## config.mk

```make
export PLATFORM = sky130hd
export DESIGN_NAME = icmp_echo_frame_builder
export DESIGN_NICKNAME = d
export VERILOG_FILES = /design/src/rtl/iefb_pkg.sv /design/src/rtl/iefb_image.sv /design/src/rtl/iefb_cell.sv /design/src/rtl/icmp_echo_frame_builder.sv
export SDC_FILE = /design/constraint.sdc
export NUM_CORES = 1
export LEC_CHECK = 0
export BUFFER_PORTS_ARGS = -buffer_cell sky130_fd_sc_hd__buf_2
export CORE_ASPECT_RATIO = 1.1
export CORE_UTILIZATION = 35
export DETAILED_ROUTE_END_ITERATION = 6
export SETUP_SLACK_MARGIN = 0.05
export SLEW_MARGIN = 30
export SYNTH_ARGS = -nofsm -noshare
export SYNTH_HDL_FRONTEND = slang
export SYNTH_SLANG_ARGS = --single-unit
```

## constraint.sdc

```tcl
create_clock -name clk -period 19.3 [get_ports clk]
set_input_delay 0.965 -clock clk [delete_from_list [all_inputs] [get_ports clk]]
set_output_delay 0.965 -clock clk [all_outputs]
set_load 0.05 [all_outputs]
```

## src/rtl/iefb_pkg.sv

```systemverilog
// Package for the ICMP echo frame builder.
// Holds the cell type, the frame image type, the register indexes and the fixed header fields.
// No dependencies.
package iefb_pkg;

    localparam int FRAME_LEN = 42;
    localparam int IDX_W     = 6;
    localparam int CFG_IDX_W = 3;
    localparam int CFG_W     = 48;

    // Register indexes of the configuration port
    localparam logic [CFG_IDX_W-1:0] REG_ROUTER_MAC = 3'd0;
    localparam logic [CFG_IDX_W-1:0] REG_SRC_MAC    = 3'd1;
    localparam logic [CFG_IDX_W-1:0] REG_SRC_IP     = 3'd2;
    localparam logic [CFG_IDX_W-1:0] REG_DEST_IP    = 3'd3;

    // Fixed header fields
    localparam logic [15:0] ETHERTYPE_IPV4 = 16'h0800;
    localparam logic [7:0]  IP_VER_IHL     = 8'h45;
    localparam logic [7:0]  IP_TOS         = 8'h00;
    localparam logic [15:0] IP_TOTAL_LEN   = 16'h001C;
    localparam logic [15:0] IP_ID          = 16'h1234;
    localparam logic [15:0] IP_FLAGS_FRAG  = 16'h4000;
    localparam logic [7:0]  IP_TTL         = 8'h40;
    localparam logic [7:0]  IP_PROTO_ICMP  = 8'h01;
    localparam logic [7:0]  ICMP_TYPE_ECHO = 8'h08;
    localparam logic [7:0]  ICMP_CODE      = 8'h00;
    localparam logic [15:0] ICMP_CSUM      = 16'h8F53;
    localparam logic [15:0] ICMP_DATA_HI   = 16'h1234;
    localparam logic [15:0] ICMP_DATA_LO   = 16'h5678;

    // Sum of the fixed IPv4 header words (TTL and protocol form one word)
    localparam logic [15:0] IP_FIXED_SUM = IP_VER_IHL * 16'd256 + IP_TOTAL_LEN + IP_ID
                                         + IP_FLAGS_FRAG + IP_TTL * 16'd256 + IP_PROTO_ICMP;

    typedef logic [FRAME_LEN-1:0][7:0] frame_t;

    typedef struct packed {
        logic             vld;
        logic [7:0]       data;
        logic [IDX_W-1:0] idx;
        logic             last;
    } cell_t;

endpackage

```

## src/rtl/iefb_image.sv

```systemverilog
// Frame image for the ICMP echo frame builder: all 42 bytes of one frame in wire order.
// Computes the IPv4 header checksum from the configured addresses.
// Depends on iefb_pkg.
module iefb_image (
    input  logic [47:0]     router_mac,
    input  logic [47:0]     src_mac,
    input  logic [31:0]     src_ip,
    input  logic [31:0]     dest_ip,
    output iefb_pkg::frame_t image
);
    import iefb_pkg::*;

    logic [18:0] sum_raw;
    logic [16:0] sum_fold1;
    logic [16:0] sum_fold2;
    logic [15:0] ip_csum;

    // Ones' complement sum with end-around carry folded twice
    always_comb
    begin
        sum_raw   = 19'(IP_FIXED_SUM) + 19'(src_ip[31:16]) + 19'(src_ip[15:0])
                  + 19'(dest_ip[31:16]) + 19'(dest_ip[15:0]);
        sum_fold1 = 17'(sum_raw[18:16]) + 17'(sum_raw[15:0]);
        sum_fold2 = 17'(sum_fold1[16]) + 17'(sum_fold1[15:0]);
        ip_csum   = ~sum_fold2[15:0];
    end

    // image[i] is byte i on the wire
    always_comb
    begin
        for (int i = 0; i < 6; i++)
        begin
            image[i]     = router_mac[8*(5-i) +: 8];
            image[6 + i] = src_mac[8*(5-i) +: 8];
        end
        image[12] = ETHERTYPE_IPV4[15:8];
        image[13] = ETHERTYPE_IPV4[7:0];
        image[14] = IP_VER_IHL;
        image[15] = IP_TOS;
        image[16] = IP_TOTAL_LEN[15:8];
        image[17] = IP_TOTAL_LEN[7:0];
        image[18] = IP_ID[15:8];
        image[19] = IP_ID[7:0];
        image[20] = IP_FLAGS_FRAG[15:8];
        image[21] = IP_FLAGS_FRAG[7:0];
        image[22] = IP_TTL;
        image[23] = IP_PROTO_ICMP;
        image[24] = ip_csum[15:8];
        image[25] = ip_csum[7:0];
        for (int i = 0; i < 4; i++)
        begin
            image[26 + i] = src_ip[8*(3-i) +: 8];
            image[30 + i] = dest_ip[8*(3-i) +: 8];
        end
        image[34] = ICMP_TYPE_ECHO;
        image[35] = ICMP_CODE;
        image[36] = ICMP_CSUM[15:8];
        image[37] = ICMP_CSUM[7:0];
        image[38] = ICMP_DATA_HI[15:8];
        image[39] = ICMP_DATA_HI[7:0];
        image[40] = ICMP_DATA_LO[15:8];
        image[41] = ICMP_DATA_LO[7:0];
    end

endmodule

```

## src/rtl/iefb_cell.sv

```systemverilog
// One byte cell of the ICMP echo frame builder's output chain.
// Loads its byte of a new frame or takes the beat of its upstream neighbor.
// Depends on iefb_pkg.
module iefb_cell (
    input  logic                clk,
    input  logic                rst_n,
    input  logic                load,
    input  logic                advance,
    input  iefb_pkg::cell_t     load_val,
    input  iefb_pkg::cell_t     from_up,
    output iefb_pkg::cell_t     slot
);
    import iefb_pkg::*;

    logic                 vld_reg;
    logic                 vld_next;
    logic [7:0]           data_reg;
    logic [7:0]           data_next;
    logic [IDX_W-1:0]     idx_reg;
    logic [IDX_W-1:0]     idx_next;
    logic                 last_reg;
    logic                 last_next;

    always_comb
    begin
        vld_next  = vld_reg;
        data_next = data_reg;
        idx_next  = idx_reg;
        last_next = last_reg;
        if (load)
        begin
            vld_next  = load_val.vld;
            data_next = load_val.data;
            idx_next  = load_val.idx;
            last_next = load_val.last;
        end
        else if (advance)
        begin
            vld_next  = from_up.vld;
            data_next = from_up.data;
            idx_next  = from_up.idx;
            last_next = from_up.last;
        end
    end

    always_ff @(posedge clk or negedge rst_n)
    begin
        if (!rst_n)
        begin
            vld_reg <= 1'b0;
        end
        else
        begin
            vld_reg <= vld_next;
        end
    end

    always_ff @(posedge clk)
    begin
        data_reg <= data_next;
        idx_reg  <= idx_next;
        last_reg <= last_next;
    end

    assign slot = '{vld: vld_reg, data: data_reg, idx: idx_reg, last: last_reg};

endmodule

```

## src/rtl/icmp_echo_frame_builder.sv

```systemverilog
// ICMP echo frame builder, top level.
// Holds the configuration registers, the frame image and the 42-cell output chain.
// Depends on iefb_pkg, iefb_image and iefb_cell.

// Each accepted beat with send_request set produces one 42-byte Ethernet/IPv4/ICMP echo
// request frame on the output channel, one byte per beat, byte_index counting 0 to 41 and
// last_byte set on byte 41; a beat with send_request clear produces nothing. The frame is
// built combinationally from the configuration registers and loaded in parallel into a row of
// 42 byte cells; cell 0 drives the output port and every cell hands its byte down the row
// whenever the head beat is taken. A request is accepted when the row holds at most its
// final byte and that byte leaves in the same cycle, so frames follow one another with no
// gap, paced by the single byte per cycle that leaves the head cell when not stalled.
// The first byte appears the cycle after the request is accepted. Configuration
// writes take effect at once and are meant for idle periods.
module icmp_echo_frame_builder (
    input  logic                              clk,
    input  logic                              rst_n,
    // configuration port
    input  logic                              cfg_we,
    input  logic [iefb_pkg::CFG_IDX_W-1:0]    cfg_index,
    input  logic [iefb_pkg::CFG_W-1:0]        cfg_data,
    // request channel
    input  logic                              in_valid,
    output logic                              in_stall,
    input  logic                              send_request,
    // byte channel
    output logic                              out_valid,
    input  logic                              out_stall,
    output logic [7:0]                        frame_byte,
    output logic [iefb_pkg::IDX_W-1:0]        byte_index,
    output logic                              last_byte
);
    import iefb_pkg::*;

    logic [47:0]  router_mac_reg;
    logic [47:0]  src_mac_reg;
    logic [31:0]  src_ip_reg;
    logic [31:0]  dest_ip_reg;

    frame_t       image;
    cell_t        cells [FRAME_LEN];
    cell_t        load_vals [FRAME_LEN];
    logic [FRAME_LEN-1:0] tail_vld;

    logic         advance;
    logic         chain_free;
    logic         load;

    // Configuration registers; writes to unknown indexes drop silently
    always_ff @(posedge clk or negedge rst_n)
    begin
        if (!rst_n)
        begin
            router_mac_reg <= '0;
            src_mac_reg    <= '0;
            src_ip_reg     <= '0;
            dest_ip_reg    <= '0;
        end
        else if (cfg_we)
        begin
            case (cfg_index)
                REG_ROUTER_MAC: router_mac_reg <= cfg_data[47:0];
                REG_SRC_MAC:    src_mac_reg    <= cfg_data[47:0];
                REG_SRC_IP:     src_ip_reg     <= cfg_data[31:0];
                REG_DEST_IP:    dest_ip_reg    <= cfg_data[31:0];
                default:        ;
            endcase
        end
    end

    iefb_image u_image (
        .router_mac (router_mac_reg),
        .src_mac    (src_mac_reg),
        .src_ip     (src_ip_reg),
        .dest_ip    (dest_ip_reg),
        .image      (image)
    );

    // Shift the row whenever the head is empty or its beat is taken
    assign advance = !cells[0].vld || !out_stall;

    // Only the head may still hold a byte, and it must leave this cycle
    always_comb
    begin
        tail_vld[0] = 1'b0;
        for (int i = 1; i < FRAME_LEN; i++)
        begin
            tail_vld[i] = cells[i].vld;
        end
    end
    assign chain_free = !(|tail_vld) && advance;

    assign in_stall = !chain_free;
    assign load     = in_valid && chain_free && send_request;

    genvar g;
    generate
        for (g = 0; g < FRAME_LEN; g++)
        begin : g_cell
            assign load_vals[g] = '{vld:  1'b1,
                                    data: image[g],
                                    idx:  IDX_W'(g),
                                    last: (g == FRAME_LEN - 1)};

            if (g == FRAME_LEN - 1)
            begin : g_tail
                iefb_cell u_cell (
                    .clk      (clk),
                    .rst_n    (rst_n),
                    .load     (load),
                    .advance  (advance),
                    .load_val (load_vals[g]),
                    .from_up  ('0),
                    .slot     (cells[g])
                );
            end
            else
            begin : g_body
                iefb_cell u_cell (
                    .clk      (clk),
                    .rst_n    (rst_n),
                    .load     (load),
                    .advance  (advance),
                    .load_val (load_vals[g]),
                    .from_up  (cells[g + 1]),
                    .slot     (cells[g])
                );
            end
        end
    endgenerate

    assign out_valid  = cells[0].vld;
    assign frame_byte = cells[0].data;
    assign byte_index = cells[0].idx;
    assign last_byte  = cells[0].last;

    // A frame starts at byte zero the cycle after its request
    a_frame_start: assert property (@(posedge clk) disable iff (!rst_n)
        (in_valid && !in_stall && send_request) |=> (out_valid && byte_index == '0))
        else $error("frame did not start at byte zero");

    // Bytes of a frame leave back to back with rising index
    a_index_step: assert property (@(posedge clk) disable iff (!rst_n)
        (out_valid && !out_stall && !last_byte)
            |=> (out_valid && byte_index == $past(byte_index) + 1'b1))
        else $error("frame byte missing or out of order");

    // The end mark sits on the final byte only
    a_last_mark: assert property (@(posedge clk) disable iff (!rst_n)
        out_valid |-> (last_byte == (byte_index == IDX_W'(FRAME_LEN - 1))))
        else $error("last_byte does not match byte_index");

endmodule
```

==> impl_metrics.json <==
{
  "synth_flop_cell": "dfxtp_1",
  "slew_headroom_pct": 32.3,
  "max_cap_viol_count": 0,
  "fill_cells": 8417,
  "cts_tree": "built",
  "synth-seq-cells": 748,
  "cp.arrival_ns": 9.16,
  "synth-simple-area-share_pct": 19.5,
  "ys_warn_count": 0,
  "grt_antenna_before_repair": 3,
  "switching_share_pct": 35.6,
  "yosysTopAreaCell": "dfxtp_1",
  "vias_per_cell": 4.78,
  "fin_skew_ns": 0.0271,
  "ctsResizeCount": 0,
  "cts_sinks": 748,
  "setup_ws_ns": 10.48,
  "post-synth-top-count-cell": "nand2_1",
  "combPwrFrac_pct": 34.8,
  "pre_cts_ws_ns": 10.49,
  "synth_top_area_share_pct": 24.6,
  "synth_edf_count": 176,
  "cp_slowest_cell": "or4_1",
  "ioPinCount": 74,
  "post_cts_buffers": 0,
  "critPathCaptureType": "flop",
  "ys_top_cells_by_area": "dfxtp_1, edfxtp_1, dfrtp_1",
  "drive_gt1_share_pct": 12.1,
  "diodes": 0,
  "yosysUniqueCellTypes": 69,
  "grt_pass1_wl_um": 104000,
  "grt_max_degree": 233,
  "p_int_uw": 3620,
  "start_util_pct": 35.4,
  "worst_slew_pin_slew_ns": 1.02,
  "gr-usage-all-layers_pct": 14.5,
  "muxShareOfSynthArea_pct": 5.87,
  "num_vias": 20700,
  "startpoint_type": "flop",
  "wl_um": 63400,
  "htree_num_levels": 3,
  "sequentialPowerShare_pct": 38.5,
  "status": "finished, final reports clean",
  "powerDensity_mw_per_mm2": 165,
  "clkPwrFrac_pct": 26.7,
  "synth_top_family_by_area": "simple AND/OR/NAND/NOR gates",
  "cts_buffer_depth": 3,
  "hp-class": "in2async",
  "worstPathRequired_ns": 19.64,
  "core_area_mm2": 0.0851,
  "die_area_mm2": 0.0872,
  "rsz0062_at_grt": "false",
  "clkSlewWorstSetupHoldPaths_ns": 0.06,
  "setup_viol": 0,
  "largest_reg_flops": 297,
  "crit_family": "simple AND/OR/NAND/NOR gates",
  "cts_root_buf": "clkbuf_16",
  "dpl.hpwl_um": 37500,
  "total_power_uw": 5620,
  "synth_fp_nets": 3291,
  "tns_ns": 0,
  "synth-xor-area-share_pct": 1.41,
  "crit_path_max_fanout": 6,
  "firstDrtPassIters": 5,
  "hold_violations": 0,
  "critPathMaxStageDelay_ns": 0.63,
  "criticalPathCategory": "reg2reg",
  "syn_area_per_cell_um2": 9.48,
  "cts_buffers": 76,
  "fin_crit_sh_pct": 45.7,
  "drtIter0Drc": 1489,
  "grt_pass1_vias": 19900,
  "irDropWorstVdd_mv": 0.119,
  "die_w_um": 282,
  "drv_slew": 0,
  "grt_overflow": 0,
  "cp_num_buf_inv": 3,
  "max_freq_mhz": 113,
  "syn_to_final_growth_pct": 12.8,
  "yosysSeqAreaShare_pct": 58.9,
  "ant_nets": 0,
  "std_cell_rows": 112,
  "drcViolationCount": 0,
  "syn-instance-count": 3177,
  "clock_latency_ns": 0.62,
  "die_height_um": 310,
  "p_leak_uw": 0.0140,
  "postCtsHoldBufs": 0,
  "synthTopCellsByCount": "nand2_1, dfxtp_1, a21oi_1",
  "min_period_ns": 8.82,
  "synthAdderAreaFrac_pct": 3.22,
  "portBuffers": 73,
  "async_flop_share_pct": 27.0,
  "syn_area_mm2": 0.0301,
  "final_nets": 3255,
  "place_congestion": 0.847,
  "p_switching_uw": 2000,
  "wl_per_cell_um": 14.6,
  "synth_compound_area_share_pct": 7.31
}
==> cell families (layout without fill, tap and decap cells) <==
family	Yosys count	in the layout
multiplexers	157	157
flip-flops	748	748
XOR/XNOR	46	46
AO/OA/AOI/OAI	405	405
adder cells (fa/ha/maj)	58	58
AND/OR/NAND/NOR	1474	1474
buffers and inverters	289	316
==> per-layer routing <==
layer,routed length (µm),share of wire [%],global-route usage (%),up-vias
li1,-,-,-,10300
met1,30500,48,19.8,10000
met2,29300,46,23.5,270
met3,1980,3.1,2.30,111
met4,1700,2.7,4.73,6
met5,37,0.058,0,-
==> stage by stage <==
step | hold slack [ns] | instance area [µm²] | instances | util [%]
finish | 0.395 | 34000 | 4344 | 39.9
floorplan | 0.423 | 30100 | 3177 | -
detailed placement | 0.436 | 31300 | 4200 | 36.8
CTS | 0.388 | 33900 | 4341 | 39.8
global placement | 0.433 | 31300 | 4200 | 36.8
global route | 0.427 | 34000 | 4344 | 39.9
==> cells in the final DEF, fill, tap and decap left out, types with 25 or more instances in the layout <==
cell type and n:
dfrtp_1 202, clkbuf_16 79, a21oi_1 315, inv_1 78
mux2_2 156, nand3_1 113, nor2_1 97, o21ai_0 40
buf_2 72, edfxtp_1 176, xnor2_1 29, fa_1 33
clkbuf_1 25, nand2_1 1204, dfxtp_1 370
==> layout make-up <==
cell class | count | area, µm² | share of cell area (%)
clock inverter | 29 | 379 | 1.12
tap | 1140 | 1430 | 4.20
multi-input combinational | 2140 | 11300 | 33.2
clock buffer | 112 | 2180 | 6.42
sequential | 748 | 17700 | 52.2
inverter | 79 | 304 | 0.895
timing repair buffer | 96 | 652 | 1.92
==> final timing paths <==
kind	to	depth (start not counted)	slack, ns	startpoint
worst min register to register	g_cell[13].g_body.u_cell.data_reg[4]$_SDFFE_PP0N_	2	0.43	g_cell[14].g_body.u_cell.data_reg[4]$_SDFFE_PP0N_
min in group clk	g_cell[13].g_body.u_cell.data_reg[4]$_SDFFE_PP0N_	2	0.43	g_cell[14].g_body.u_cell.data_reg[4]$_SDFFE_PP0N_
worst max register to register	g_cell[24].g_body.u_cell.data_reg[4]$_DFFE_PP_	35	10.48	src_ip_reg[16]$_DFFE_PN0P_
max in group asynchronous	src_ip_reg[21]$_DFFE_PN0P_	2	17.60	rst_n
worst min-delay path	router_mac_reg[45]$_DFFE_PN0P_	1	0.39	rst_n
worst max-delay path	g_cell[24].g_body.u_cell.data_reg[4]$_DFFE_PP_	35	10.48	src_ip_reg[16]$_DFFE_PN0P_
==> power by group through the flow <==
stage	Clock, µW	Sequential (µW)	Combinational, µW
after detailed placement	0	2190	1960
after global routing	1600	2210	2190
after global placement	0	2190	1940
final	1500	2160	1950
after CTS	1540	2170	1970
after floorplan	0	2150	1550
(Power assumes the default switching activity.)
